[config.mk]
export PLATFORM = sky130hd
export DESIGN_NAME = audio_port_register_and_fifo_control
export DESIGN_NICKNAME = d
export VERILOG_FILES = /design/src/sv/apfc_pkg.sv /design/src/sv/apfc_ram.sv /design/src/sv/apfc_fifo.sv /design/src/sv/audio_port_register_and_fifo_control.sv
export SDC_FILE = /design/constraint.sdc
export NUM_CORES = 2
export LEC_CHECK = 0
export BUFFER_PORTS_ARGS = -buffer_cell sky130_fd_sc_hd__buf_2
export CAP_MARGIN = 20
export CORE_MARGIN = 1.5
export CORE_UTILIZATION = 40
export CTS_BUF_LIST = sky130_fd_sc_hd__clkbuf_4 sky130_fd_sc_hd__clkbuf_8 sky130_fd_sc_hd__clkbuf_16
export DETAILED_ROUTE_END_ITERATION = 16
export PLACE_DENSITY = 0.57
export REMOVE_ABC_BUFFERS = 1
export SETUP_SLACK_MARGIN = 0.05
export SLEW_MARGIN = 20
export SYNTH_ARGS = -nofsm -noshare
export SYNTH_HDL_FRONTEND = slang
export SYNTH_SLANG_ARGS = --single-unit
[constraint.sdc]
create_clock -name clock -period 10.6 [get_ports clock]
set_clock_uncertainty 0.05 [all_clocks]
set_input_delay 0.53 -clock clock [delete_from_list [all_inputs] [get_ports clock]]
set_output_delay 0.53 -clock clock [all_outputs]
set_load 0.005 [all_outputs]
[src/sv/apfc_pkg.sv]
// ----------------------------------------------------------------------------
// apfc_pkg
// Shared types and constants for the audio port register bank and sample
// FIFOs: bus access codes, register indexes, command codes, FIFO handshakes.
// ----------------------------------------------------------------------------
package apfc_pkg;

   localparam int DATA_W         = 32;
   localparam int SAMPLE_W       = 24;
   localparam int IDX_W          = 6;
   localparam int REG_COUNT_DEF  = 8;
   localparam int FIFO_DEPTH_DEF = 16;

   // bus access codes, the unused code behaves as no access
   localparam logic [1:0] BUS_NONE  = 2'd0;
   localparam logic [1:0] BUS_WRITE = 2'd1;
   localparam logic [1:0] BUS_READ  = 2'd2;

   // fixed register indexes
   localparam logic [IDX_W-1:0] IDX_CMD    = 6'd0;
   localparam logic [IDX_W-1:0] IDX_STATUS = 6'd1;
   localparam logic [IDX_W-1:0] IDX_LEVEL  = 6'd2;
   localparam logic [IDX_W-1:0] IDX_CFG    = 6'd3;

   // command register codes
   localparam logic [DATA_W-1:0] OP_CLR    = 32'd1;
   localparam logic [DATA_W-1:0] OP_CFG    = 32'd2;
   localparam logic [DATA_W-1:0] OP_LEVEL  = 32'd3;
   localparam logic [DATA_W-1:0] OP_START  = 32'd4;
   localparam logic [DATA_W-1:0] OP_STOP   = 32'd5;
   localparam logic [DATA_W-1:0] OP_IRQACK = 32'd6;

   typedef enum logic {
      ST_IDLE,
      ST_EXEC
   } apfc_state_type;

   typedef struct packed {
      logic clear;
      logic push;
      logic pop;
   } apfc_fifo_ctl_type;

   typedef struct packed {
      logic                empty;
      logic                full;
      logic [SAMPLE_W-1:0] head;
   } apfc_fifo_sts_type;

endpackage

[src/sv/apfc_ram.sv]
// ----------------------------------------------------------------------------
// apfc_ram
// Generic single write port RAM with one registered read port.
// ----------------------------------------------------------------------------
module apfc_ram #(
   parameter int WIDTH = 24,
   parameter int DEPTH = 16
) (
   input  logic                     clock,
   input  logic                     wr_en,
   input  logic [$clog2(DEPTH)-1:0] wr_addr,
   input  logic [WIDTH-1:0]         wr_data,
   input  logic [$clog2(DEPTH)-1:0] rd_addr,
   output logic [WIDTH-1:0]         rd_data
);

   logic [WIDTH-1:0] mem_ff [DEPTH];
   logic [WIDTH-1:0] rd_data_ff;

   always_ff @(posedge clock) begin
      if (wr_en) begin
         mem_ff[wr_addr] <= wr_data;
      end
      rd_data_ff <= mem_ff[rd_addr];
   end

   assign rd_data = rd_data_ff;

endmodule

[src/sv/apfc_fifo.sv]
// ----------------------------------------------------------------------------
// apfc_fifo
// One sample channel: pointers with a wrap flag around a RAM whose read
// port always follows the read pointer, so the head follows in the cycle after the pointer moves.
// ----------------------------------------------------------------------------
module apfc_fifo
   import apfc_pkg::*;
#(
   parameter int DEPTH = FIFO_DEPTH_DEF
) (
   input  logic                clock,
   input  logic                reset,
   input  apfc_fifo_ctl_type   ctl,
   input  logic [SAMPLE_W-1:0] push_data,
   output apfc_fifo_sts_type   sts
);

   localparam int PTR_W = $clog2(DEPTH);
   localparam logic [PTR_W-1:0] PTR_LAST = PTR_W'(DEPTH - 1);

   logic [PTR_W-1:0]    wr_ptr_ff, wr_ptr_in;
   logic [PTR_W-1:0]    rd_ptr_ff, rd_ptr_in;
   logic                wrapped_ff, wrapped_in;
   logic                empty;
   logic                full;
   logic                do_push;
   logic                do_pop;
   logic [SAMPLE_W-1:0] ram_q;

   assign empty   = (wr_ptr_ff == rd_ptr_ff) && !wrapped_ff;
   assign full    = (wr_ptr_ff == rd_ptr_ff) && wrapped_ff;
   assign do_push = ctl.push && !full && !ctl.clear;
   assign do_pop  = ctl.pop && !empty && !ctl.clear;

   always_comb begin
      wr_ptr_in  = wr_ptr_ff;
      rd_ptr_in  = rd_ptr_ff;
      wrapped_in = wrapped_ff;
      if (ctl.clear) begin
         wr_ptr_in  = '0;
         rd_ptr_in  = '0;
         wrapped_in = 1'b0;
      end else begin
         if (do_pop) begin
            if (rd_ptr_ff == PTR_LAST) begin
               rd_ptr_in  = '0;
               wrapped_in = 1'b0;
            end else begin
               rd_ptr_in = rd_ptr_ff + 1'b1;
            end
         end
         // a pop wrap and a push wrap never meet: that needs equal pointers that are neither empty nor full
         if (do_push) begin
            if (wr_ptr_ff == PTR_LAST) begin
               wr_ptr_in  = '0;
               wrapped_in = 1'b1;
            end else begin
               wr_ptr_in = wr_ptr_ff + 1'b1;
            end
         end
      end
   end

   always_ff @(posedge clock) begin
      if (reset) begin
         wr_ptr_ff  <= '0;
         rd_ptr_ff  <= '0;
         wrapped_ff <= 1'b0;
      end else begin
         wr_ptr_ff  <= wr_ptr_in;
         rd_ptr_ff  <= rd_ptr_in;
         wrapped_ff <= wrapped_in;
      end
   end

   apfc_ram #(
      .WIDTH (SAMPLE_W),
      .DEPTH (DEPTH)
   ) u_ram (
      .clock   (clock),
      .wr_en   (do_push),
      .wr_addr (wr_ptr_ff),
      .wr_data (push_data),
      .rd_addr (rd_ptr_ff),
      .rd_data (ram_q)
   );

   assign sts.empty = empty;
   assign sts.full  = full;
   assign sts.head  = empty ? '0 : ram_q;

endmodule

[src/sv/audio_port_register_and_fifo_control.sv]
// ----------------------------------------------------------------------------
// audio_port_register_and_fifo_control
// Register bank, command decode and stereo sample FIFOs of an audio port.
// ----------------------------------------------------------------------------
// Each request beat carries one bus access (none, write, read) and one sample
// request and yields exactly one response beat. Each item is registered from
// the request beat and then executed, because each sample FIFO lives in a
// RAM with a registered read port that follows the read pointer, and the
// head of the FIFO is only valid in the cycle after the pointers settle.
// The next request is taken in the cycle after execution; the response sits
// in an output register, and execution waits only while that register still
// holds a beat that has not been taken. Registers: 0 command, 1 status (bit 0
// play), 2 level, 3 cfg, the rest general storage; the left FIFO port sits at
// index REG_COUNT and the right at REG_COUNT+1. No clearing pass after reset.
module audio_port_register_and_fifo_control
   import apfc_pkg::*;
#(
   parameter int REG_COUNT  = REG_COUNT_DEF,
   parameter int FIFO_DEPTH = FIFO_DEPTH_DEF
) (
   input  logic                       clock,
   input  logic                       reset,
   input  logic                       req_valid,
   output logic                       req_ready,
   input  logic [1:0]                 req_cmd,
   input  logic [IDX_W-1:0]           req_reg_index,
   input  logic [DATA_W-1:0]          req_write_data,
   input  logic                       req_sample_request,
   output logic                       rsp_valid,
   input  logic                       rsp_ready,
   output logic [DATA_W-1:0]          rsp_read_data,
   output logic                       rsp_playing,
   output logic                       rsp_irq,
   output logic                       rsp_tick,
   output logic signed [SAMPLE_W-1:0] rsp_left_audio,
   output logic signed [SAMPLE_W-1:0] rsp_right_audio,
   output logic                       rsp_clear_strobe,
   output logic                       rsp_cfg_strobe,
   output logic                       rsp_level_strobe,
   output logic [DATA_W-1:0]          rsp_cfg_value,
   output logic [DATA_W-1:0]          rsp_level_value
);

   localparam int REG_W = $clog2(REG_COUNT);
   localparam logic [IDX_W-1:0] IDX_REG_END = IDX_W'(REG_COUNT);
   localparam logic [IDX_W-1:0] IDX_LFIFO   = IDX_W'(REG_COUNT);
   localparam logic [IDX_W-1:0] IDX_RFIFO   = IDX_W'(REG_COUNT + 1);

   apfc_state_type state_ff, state_in;

   logic [1:0]        cmd_ff;
   logic [IDX_W-1:0]  idx_ff;
   logic [DATA_W-1:0] wdata_ff;
   logic              sreq_ff;

   logic [DATA_W-1:0] bank_ff [REG_COUNT];
   logic [DATA_W-1:0] bank_in [REG_COUNT];
   logic              play_ff, play_in;
   logic              irq_ff, irq_in;
   logic              request_ff, request_in;

   logic accept;
   logic commit;
   logic is_wr, is_rd;
   logic in_bank;
   logic tick;
   logic clr, cfg, lvl, start, stop, ack;
   logic [DATA_W-1:0] rdata;

   apfc_fifo_ctl_type left_ctl, right_ctl;
   apfc_fifo_sts_type left_sts, right_sts;

   logic                       rsp_valid_ff, rsp_valid_in;
   logic [DATA_W-1:0]          rsp_read_data_ff;
   logic                       rsp_playing_ff;
   logic                       rsp_irq_ff;
   logic                       rsp_tick_ff;
   logic [SAMPLE_W-1:0]        rsp_left_ff;
   logic [SAMPLE_W-1:0]        rsp_right_ff;
   logic                       rsp_clr_ff;
   logic                       rsp_cfg_ff;
   logic                       rsp_lvl_ff;
   logic [DATA_W-1:0]          rsp_cfg_value_ff;
   logic [DATA_W-1:0]          rsp_level_value_ff;

   // ---- sequencing ----
   assign req_ready = (state_ff == ST_IDLE);
   assign accept    = req_valid && req_ready;
   assign commit    = (state_ff == ST_EXEC) && (!rsp_valid_ff || rsp_ready);

   always_comb begin
      state_in = state_ff;
      unique case (state_ff)
         ST_IDLE: begin
            if (accept) begin
               state_in = ST_EXEC;
            end
         end
         ST_EXEC: begin
            if (commit) begin
               state_in = ST_IDLE;
            end
         end
         default: state_in = ST_IDLE;
      endcase
   end

   always_ff @(posedge clock) begin
      if (reset) begin
         state_ff <= ST_IDLE;
      end else begin
         state_ff <= state_in;
      end
   end

   always_ff @(posedge clock) begin
      if (accept) begin
         cmd_ff   <= req_cmd;
         idx_ff   <= req_reg_index;
         wdata_ff <= req_write_data;
         sreq_ff  <= req_sample_request;
      end
   end

   // ---- decode ----
   assign is_wr   = (cmd_ff == BUS_WRITE);
   assign is_rd   = (cmd_ff == BUS_READ);
   assign in_bank = (idx_ff < IDX_REG_END);
   assign tick    = play_ff && request_ff;

   always_comb begin
      clr   = 1'b0;
      cfg   = 1'b0;
      lvl   = 1'b0;
      start = 1'b0;
      stop  = 1'b0;
      ack   = 1'b0;
      if (is_wr && idx_ff == IDX_CMD) begin
         unique case (wdata_ff)
            OP_CLR:    clr   = !play_ff;
            OP_CFG:    cfg   = 1'b1;
            OP_LEVEL:  lvl   = 1'b1;
            OP_START:  start = 1'b1;
            OP_STOP:   stop  = 1'b1;
            OP_IRQACK: ack   = 1'b1;
            default:   ;
         endcase
      end
   end

   always_comb begin
      rdata = '0;
      if (is_wr || is_rd) begin
         priority if (in_bank) begin
            rdata = bank_ff[idx_ff[REG_W-1:0]];
         end else if (idx_ff == IDX_LFIFO) begin
            rdata = DATA_W'(left_sts.head);
         end else if (idx_ff == IDX_RFIFO) begin
            rdata = DATA_W'(right_sts.head);
         end else begin
            rdata = '0;
         end
      end
   end

   // ---- state update ----
   always_comb begin
      bank_in = bank_ff;
      if (is_wr && in_bank) begin
         bank_in[idx_ff[REG_W-1:0]] = wdata_ff;
      end
      if (start) begin
         bank_in[IDX_STATUS[REG_W-1:0]][0] = 1'b1;
      end else if (stop) begin
         bank_in[IDX_STATUS[REG_W-1:0]][0] = 1'b0;
      end
   end

   always_comb begin
      if (!play_ff || ack || stop) begin
         irq_in = 1'b0;
      end else if (left_sts.empty && right_sts.empty) begin
         irq_in = 1'b1;
      end else begin
         irq_in = irq_ff;
      end
      request_in = play_ff && sreq_ff;
      play_in    = start ? 1'b1 : (stop ? 1'b0 : play_ff);
   end

   always_ff @(posedge clock) begin
      if (reset) begin
         for (int i = 0; i < REG_COUNT; i++) begin
            bank_ff[i] <= '0;
         end
         play_ff    <= 1'b0;
         irq_ff     <= 1'b0;
         request_ff <= 1'b0;
      end else if (commit) begin
         bank_ff    <= bank_in;
         play_ff    <= play_in;
         irq_ff     <= irq_in;
         request_ff <= request_in;
      end
   end

   // ---- sample fifos ----
   always_comb begin
      left_ctl.clear  = commit && clr;
      left_ctl.pop    = commit && (tick || (is_rd && idx_ff == IDX_LFIFO));
      left_ctl.push   = commit && is_wr && (idx_ff == IDX_LFIFO);
      right_ctl.clear = commit && clr;
      right_ctl.pop   = commit && (tick || (is_rd && idx_ff == IDX_RFIFO));
      right_ctl.push  = commit && is_wr && (idx_ff == IDX_RFIFO);
   end

   apfc_fifo #(
      .DEPTH (FIFO_DEPTH)
   ) u_left_fifo (
      .clock     (clock),
      .reset     (reset),
      .ctl       (left_ctl),
      .push_data (wdata_ff[SAMPLE_W-1:0]),
      .sts       (left_sts)
   );

   apfc_fifo #(
      .DEPTH (FIFO_DEPTH)
   ) u_right_fifo (
      .clock     (clock),
      .reset     (reset),
      .ctl       (right_ctl),
      .push_data (wdata_ff[SAMPLE_W-1:0]),
      .sts       (right_sts)
   );

   // ---- response register ----
   assign rsp_valid_in = commit || (rsp_valid_ff && !rsp_ready);

   always_ff @(posedge clock) begin
      if (reset) begin
         rsp_valid_ff <= 1'b0;
      end else begin
         rsp_valid_ff <= rsp_valid_in;
      end
   end

   always_ff @(posedge clock) begin
      if (commit) begin
         rsp_read_data_ff   <= rdata;
         rsp_playing_ff     <= play_ff;
         rsp_irq_ff         <= irq_ff;
         rsp_tick_ff        <= tick;
         rsp_left_ff        <= left_sts.head;
         rsp_right_ff       <= right_sts.head;
         rsp_clr_ff         <= clr;
         rsp_cfg_ff         <= cfg;
         rsp_lvl_ff         <= lvl;
         rsp_cfg_value_ff   <= bank_ff[IDX_CFG[REG_W-1:0]];
         rsp_level_value_ff <= bank_ff[IDX_LEVEL[REG_W-1:0]];
      end
   end

   assign rsp_valid        = rsp_valid_ff;
   assign rsp_read_data    = rsp_read_data_ff;
   assign rsp_playing      = rsp_playing_ff;
   assign rsp_irq          = rsp_irq_ff;
   assign rsp_tick         = rsp_tick_ff;
   assign rsp_left_audio   = $signed(rsp_left_ff);
   assign rsp_right_audio  = $signed(rsp_right_ff);
   assign rsp_clear_strobe = rsp_clr_ff;
   assign rsp_cfg_strobe   = rsp_cfg_ff;
   assign rsp_level_strobe = rsp_lvl_ff;
   assign rsp_cfg_value    = rsp_cfg_value_ff;
   assign rsp_level_value  = rsp_level_value_ff;

   // ---- checks ----
   a_clear_empties: assert property (@(posedge clock) disable iff (reset)
      commit && clr |=> left_sts.empty && right_sts.empty)
      else $error("fifo not empty after clear command");

   a_irq_needs_play: assert property (@(posedge clock) disable iff (reset)
      $rose(irq_ff) |-> $past(play_ff))
      else $error("irq raised while stopped");

   a_no_overwrite: assert property (@(posedge clock) disable iff (reset)
      rsp_valid_ff && !rsp_ready |=> $stable(rsp_read_data_ff) && $stable(rsp_tick_ff))
      else $error("pending response beat overwritten");

   a_one_item_in_flight: assert property (@(posedge clock) disable iff (reset)
      commit |=> state_ff == ST_IDLE && !commit)
      else $error("item executed twice");

endmodule
# Word level (Yosys, flattened, before mapping)
# Memory sizes are Yosys's and may differ from the RTL's. A register that Yosys moved wholly into a read port is not among the register bits.
# Index checks and enable logic that the tools add are counted.
[word_totals] regBits=470 mem_bits_rw=768 in_bits=45 out_inout_bits=152 elab_cells=164 mem_count=2
[op_classes] n_addsub=4 magnitude_cmp=3 n_eq_ne=16 n_mux=47 n_bitwise=2 reduce_logical=55
[mem_list] memory="u_left_fifo.u_ram.mem_ff" words=16 width=24 rd=1 rd_clocked_by_memory_dff=1 write_ports=1 line_no="apfc_ram.sv:17" source="logic [WIDTH-1:0] mem_ff [DEPTH];"
[mem_list] memory="u_right_fifo.u_ram.mem_ff" words=16 width=24 rd=1 rd_clocked_by_memory_dff=1 write_ports=1 line_no="apfc_ram.sv:17"
[ops] operator="$bwmux W256" count=1
[ops] operator="$mux W193" count=1
[ops] operator="$mux W32" count=4
[ops] operator="$bmux W32 S3" count=1
[ops] operator="$demux W32 S3" count=1
[ops] operator="$eq A32 B3 Y1 const B" count=3
[ops] operator="$mux W24" count=4
[ops] operator="$eq A32 B2 Y1 const B" count=2
[ops] operator="$eq A32 B1 Y1 const B" count=1
[ops] operator="$mux W1" count=30
[ops] operator="$logic_and A1 B1 Y1" count=29
[ops] operator="$add A4 B1 Y4 const B" count=4
[ops] operator="$eq A4 B4 Y1 const B" count=4
[ops] operator="$mux W4" count=4
[ops] operator="$eq A6 B4 Y1 const B" count=2
[ops] operator="$logic_not A1 Y1" count=10
[ops] operator="$eq A4 B4 Y1" count=2
[ops] operator="$reduce_and A2 Y1" count=4
[ops] operator="$logic_or A1 B1 Y1" count=7
[ops] operator="$logic_not A6 Y1" count=1
[ops] operator="$lt A6 B4 Y1 const B" count=1
[ops] operator="$ge A4 B4 Y1 const B" count=1
[ops] operator="$lt A4 B1 Y1 const B" count=1
[ops] operator="$not A3 Y4" count=1
[ops] operator="7 further kinds" count=8

# Longest topological paths before layout
[depth] ltp_word=9 ltp_mapped=9 depth_no_buf=7

# Cells and area by module
# A second synthesis with hierarchy kept.
[unflattened] hier_cells=3200 hier_area_um2=49262.2
[modules_own_cells] module="apfc_ram" n_inst=2 cells_each=636 area_per_inst_um2=14930.6 seq_area_each_um2=12011.5
[modules_own_cells] module="audio_port_register_and_fifo_control" n_inst=1 cells_each=1742 area_per_inst_um2=17884.7 seq_area_each_um2=10960.5
[modules_own_cells] module="apfc_fifo" n_inst=2 cells_each=93 area_per_inst_um2=758.2 seq_area_each_um2=180.2

# Worst setup path after synthesis
# No wires, ideal clock.
[synth_timing] path_kind="input to register" from="input port rsp_ready" to="register u_right_fifo.rd_ptr_ff[2]" setup_ns=0.131 arrival_time_ns=6.098 required_time_ns=10.419 slack_ns=4.321 path_stages=7 n_path_buf=1 path_cell_list="nand2b_1 -> nand2_1 -> inv_1 -> clkbuf_1 -> nand2_1 -> o31ai_1 -> a21oi_1"
[synth_between] elab_chain_len=5 elab_cells_between_ends=8 classes_between="reduce/logical: 8"
[synth_rtl] item="start, declared" line_no="audio_port_register_and_fifo_control.sv:30" source="input logic rsp_ready,"
[synth_rtl] item="$logic_or A1 B1 Y1 (*)" line_no="audio_port_register_and_fifo_control.sv:89" source="assign commit = (state_ff == ST_EXEC) && (!rsp_valid_ff || rsp_ready);"
[synth_rtl] item="$logic_and A1 B1 Y1 (*)" line_no="audio_port_register_and_fifo_control.sv:89"
[synth_rtl] item="via commit" line_no="audio_port_register_and_fifo_control.sv:63" source="logic commit;"
[synth_rtl] item="$logic_and A1 B1 Y1 (on tied branches)" line_no="audio_port_register_and_fifo_control.sv:213, audio_port_register_and_fifo_control.sv:212"
[synth_rtl] item="$logic_and A1 B1 Y1 / $logic_not A1 Y1 (equally long branches)" line_no="apfc_fifo.sv:33" source="assign do_pop = ctl.pop && !empty && !ctl.clear;"
[synth_rtl] item="$logic_and A1 B1 Y1" line_no="apfc_fifo.sv:33"
[synth_rtl] item="end signal, assigned" line_no="apfc_fifo.sv:71" source="rd_ptr_ff <= rd_ptr_in;"
[synth_rtl] item="end, declared" line_no="apfc_fifo.sv:22" source="logic [PTR_W-1:0] rd_ptr_ff, rd_ptr_in;"
# Mark *: on every way through the listed nets, which the timed path passes. The rest lies on a longest branch.
# A chain may end at the register's enable or synchronous reset.

# Worst setup path in the final report
[layout_timing] from="register idx_ff[0]" to="memory u_right_fifo.u_ram.mem_ff[10][16] (enable)"
[layout_between] elab_chain_len=8 elab_cells_between_ends=11 classes_between="eq/ne: 1; mux: 3; reduce/logical: 7"
[layout_rtl] item="start, declared" line_no="audio_port_register_and_fifo_control.sv:52" source="logic [IDX_W-1:0] idx_ff;"
[layout_rtl] item="start signal, assigned" line_no="audio_port_register_and_fifo_control.sv:119" source="idx_ff <= req_reg_index;"
[layout_rtl] item="$logic_not A6 Y1" line_no="audio_port_register_and_fifo_control.sv:138" source="if (is_wr && idx_ff == IDX_CMD) begin"
[layout_rtl] item="$logic_and A1 B1 Y1" line_no="audio_port_register_and_fifo_control.sv:138"
[layout_rtl] item="$mux W1" line_no="audio_port_register_and_fifo_control.sv:138"
[layout_rtl] item="$logic_and A1 B1 Y1" line_no="audio_port_register_and_fifo_control.sv:212" source="right_ctl.clear = commit && clr;"
[layout_rtl] item="$logic_not A1 Y1" line_no="apfc_fifo.sv:32" source="assign do_push = ctl.push && !full && !ctl.clear;"
[layout_rtl] item="$logic_and A1 B1 Y1 (*)" line_no="apfc_fifo.sv:32"
[layout_rtl] item="$mux W1 (*)" line_no="apfc_ram.sv:21" source="if (wr_en) begin"
[layout_rtl] item="$mux W1 (implied by the code) (*)" line_no="apfc_ram.sv:22" source="mem_ff[wr_addr] <= wr_data;"
[layout_rtl] item="end, declared" line_no="apfc_ram.sv:17"
# Every way passes the cells marked *; elsewhere a longest branch is shown, timed or not.

==> metrics.txt <==
Area Growth Syn to Fin 16.0%; I/O Buffers 196; Clk Latency, worst-skew pair 0.75 ns; final setup fails 0; ys flop type edfxtp_1; Setup crit start kind flip-flop; Least-Margin Pin Slew 1.18 ns; status finished, final reports clean; CP delay by family, top simple AND/OR/NAND/NOR gates; Final TNS setup 0 ns; worst relative slew slack 0.211; dpl cell area 52000 sq um; largest net degree at the start of global routing 126; critical path arrival 4.25 ns; post-CTS sizing 0; LEAKAGE 0.0182 uW; # IOs 197; drt drc 0; global route overflow 0; Fillers 10500; drt initial violations 3041; Worst EP required 10.97 ns; Power Internal 8350 uW; Worst-path clk slew 0.06 ns; Max Slew Vio Count 0; Clock Path Buffers 3; P_sw 2250 uW; cell count after synthesis 3099; FMAX 0.257 GHz; CTS tree yes; critical path's largest stage delay 0.73 ns; Syn Area/Cell 15.8 sq um; vias per inst 5.59; Core Rows 128; CP Max Fanout 43; hold_buf cts 40; Setup Buffers After CTS 0; ranking of synthesized cells by area edfxtp_1, dfxtp_1, mux4_2; Synth top cells by count edfxtp_1, nand2_1, dfxtp_1, a21oi_1, mux4_2; Switching Fraction 0.212; nets 3392; final total power 10600 uW; YS warnings 0; Post-Route WL 135000 um; smallest hold slack 0.0662 ns; Reg-to-Reg Start idx_ff[0]$_DFFE_PP_; maximum vdd drop 0.155 mV; wire per inst 26.6 um; CP Class reg -> reg; CP dominant cell by count buf_4; setup slack, reg-to-reg 6.72 ns; worst hold start req_reg_index[5]; Power Density 186 nW/um^2; area leader, netlist edfxtp_1; clock network power share 0.454; antenna viol nets, final 0; sequential area share after synthesis 0.720; initial antenna violation count 8; level count of the clock H-tree 4; type of the tightest min-delay check in -> reg; vias 28400; reg2reg path depth 8; Seq pwr share 0.519; Initial Util 0.403; top cell type's share of synthesized area 0.587; Synth Register Bits 1286; EDFF count, synth 959; ys async rst share 0; count leader, synth edfxtp_1; Hold Path Stages 1; DR pass1 iterations 6; synth unique cells 67; total clock buffers created by CTS 136; mapped cell area 49100 sq um; Combinational Power Share 0.028; Setup crit end kind flip-flop; share of layout cells above drive strength 1 0.246; CTS sink cnt 1286; Critical-path top delay cell and3_1; worst-case hold path end point idx_ff[5]$_DFFE_PP_; routability cong. 0.825; Overall Global Routing Usage 0.215; DIE AREA 125000 sq um; Final Hold Vio Count 0; Die Span Y 353 um; worst path cell trace buf_4, nor2b_1, buf_4, and4_4, o21ai_2, nor2_1, and3_1, buf_4; Period minus WS final 3.88 ns; worst path bufs/invs 3; max cap viols 0; ratio of final minimum period to clock period 0.366; unrepaired setup endpoints after global routing no; Core Box Area 122000 sq um; die width 353 um; RR Endpoint u_right_fifo.u_ram.mem_ff[10][16]$_DFFE_PP_; final instance area 57000 sq um; clk root buf clkbuf_16; first-pass GRT wire length 195000 um; number of global-route vias before repair 27500; Detailed Place HPWL 82000 um; crit path from idx_ff[0]$_DFFE_PP_
==> stage by stage <==
stage | setup slack [ns] | std cells | util
4_1_cts | 6.74 | 5071 | 0.468
5_1_grt | 6.54 | 5071 | 0.468
2_1_floorplan | 2.73 | 2864 | -
3_3_place_gp | 6.79 | 4781 | 0.427
3_5_place_dp | 6.77 | 4782 | 0.427
6_report | 6.72 | 5073 | 0.468
==> kinds of logic after synthesis <==
family | Yosys count | share of synthesized area
adders and majority gates | 12 | 0.00306
muxes | 310 | 0.128
AOI/OAI and AO/OA | 460 | 0.0561
and+or+nand+nor | 767 | 0.0686
buffers and inverters | 252 | 0.0220
xor gates and xnor gates | 12 | 0.00214
DFF | 1286 | 0.720
==> per-layer routing <==
layer  up-vias  track usage  share of wire
met5         -            0       0.000089
met3       194       0.0448          0.085
met2      1225        0.330           0.46
met1     14700        0.311           0.43
li1      12300            -              -
met4         2       0.0581          0.022
==> sequential cells by signal (all words and copies together), names as in the netlist, 2 cells and up <==
signal / flops
u_right_fifo.rd_ptr_ff: 4
u_right_fifo.wr_ptr_ff: 4
u_right_fifo.u_ram.mem_ff: 384
u_left_fifo.u_ram.mem_ff: 384
idx_ff: 6
u_right_fifo.u_ram.rd_data: 24
u_left_fifo.rd_ptr_ff: 4
rsp_right_audio: 24
rsp_level_value: 32
rsp_cfg_value: 32
bank_ff: 256
u_left_fifo.wr_ptr_ff: 4
wdata_ff: 32
u_left_fifo.u_ram.rd_data: 24
rsp_read_data: 32
cmd_ff: 2
rsp_left_audio: 24
==> cell usage in the layout (no fill, tap or decap), types with 6 or more instances in the layout <==
master / count
a211oi_1: 13
a21oi_1: 288
a221o_1: 6
a221oi_1: 45
a22o_1: 7
a22oi_1: 20
and3_1: 27
buf_2: 195
buf_4: 95
bufinv_16: 7
clkbuf_16: 139
clkbuf_4: 40
clkbuf_8: 16
clkinv_1: 16
clkinv_2: 16
dfxtp_1: 321
dlygate4sd3_1: 40
edfxtp_1: 959
ha_1: 12
inv_1: 16
mux2_2: 29
mux2i_1: 29
mux4_2: 252
nand2_1: 548
nand3_1: 15
nor2_1: 45
nor2b_1: 54
nor3_1: 14
nor4_1: 8
o211ai_1: 7
o21ai_0: 39
xnor2_1: 10
==> power groups by stage <==
stage | Clock (uW) | Sequential, uW | Combinational [uW]
after floorplan | 0 | 5640 | 59.7
after global placement | 0 | 5600 | 280
after detailed placement | 0 | 5600 | 282
after CTS | 4890 | 5490 | 294
after global routing | 5080 | 5490 | 311
final | 4800 | 5490 | 295
==> how the worst max path moves through the flow <==
stage,slack [ns],endpoint,depth (start not counted)
CTS,6.74,u_right_fifo.u_ram.mem_ff[10][15]$_DFFE_PP_,8
finish,6.72,u_right_fifo.u_ram.mem_ff[10][16]$_DFFE_PP_,8
floorplan,2.73,u_right_fifo.u_ram.mem_ff[0][0]$_DFFE_PP_,4
global route,6.54,u_right_fifo.u_ram.mem_ff[10][16]$_DFFE_PP_,8
detailed placement,6.77,u_right_fifo.u_ram.mem_ff[10][2]$_DFFE_PP_,8
global placement,6.79,u_left_fifo.u_ram.mem_ff[2][0]$_DFFE_PP_,6
==> layout make-up <==
type	instances	area [sq um]	area share
multi-input cells	1561	12800	0.224
repair buffers	333	2140	0.0376
clock inverters	55	591	0.0104
clock buffers	194	3990	0.0700
diodes	2	5.00	0.0000879
flip-flops and latches	1286	35400	0.621
well taps	1625	2030	0.0357
inverters	17	68.8	0.00121
Note: power is estimated with default switching activity, not from simulation.
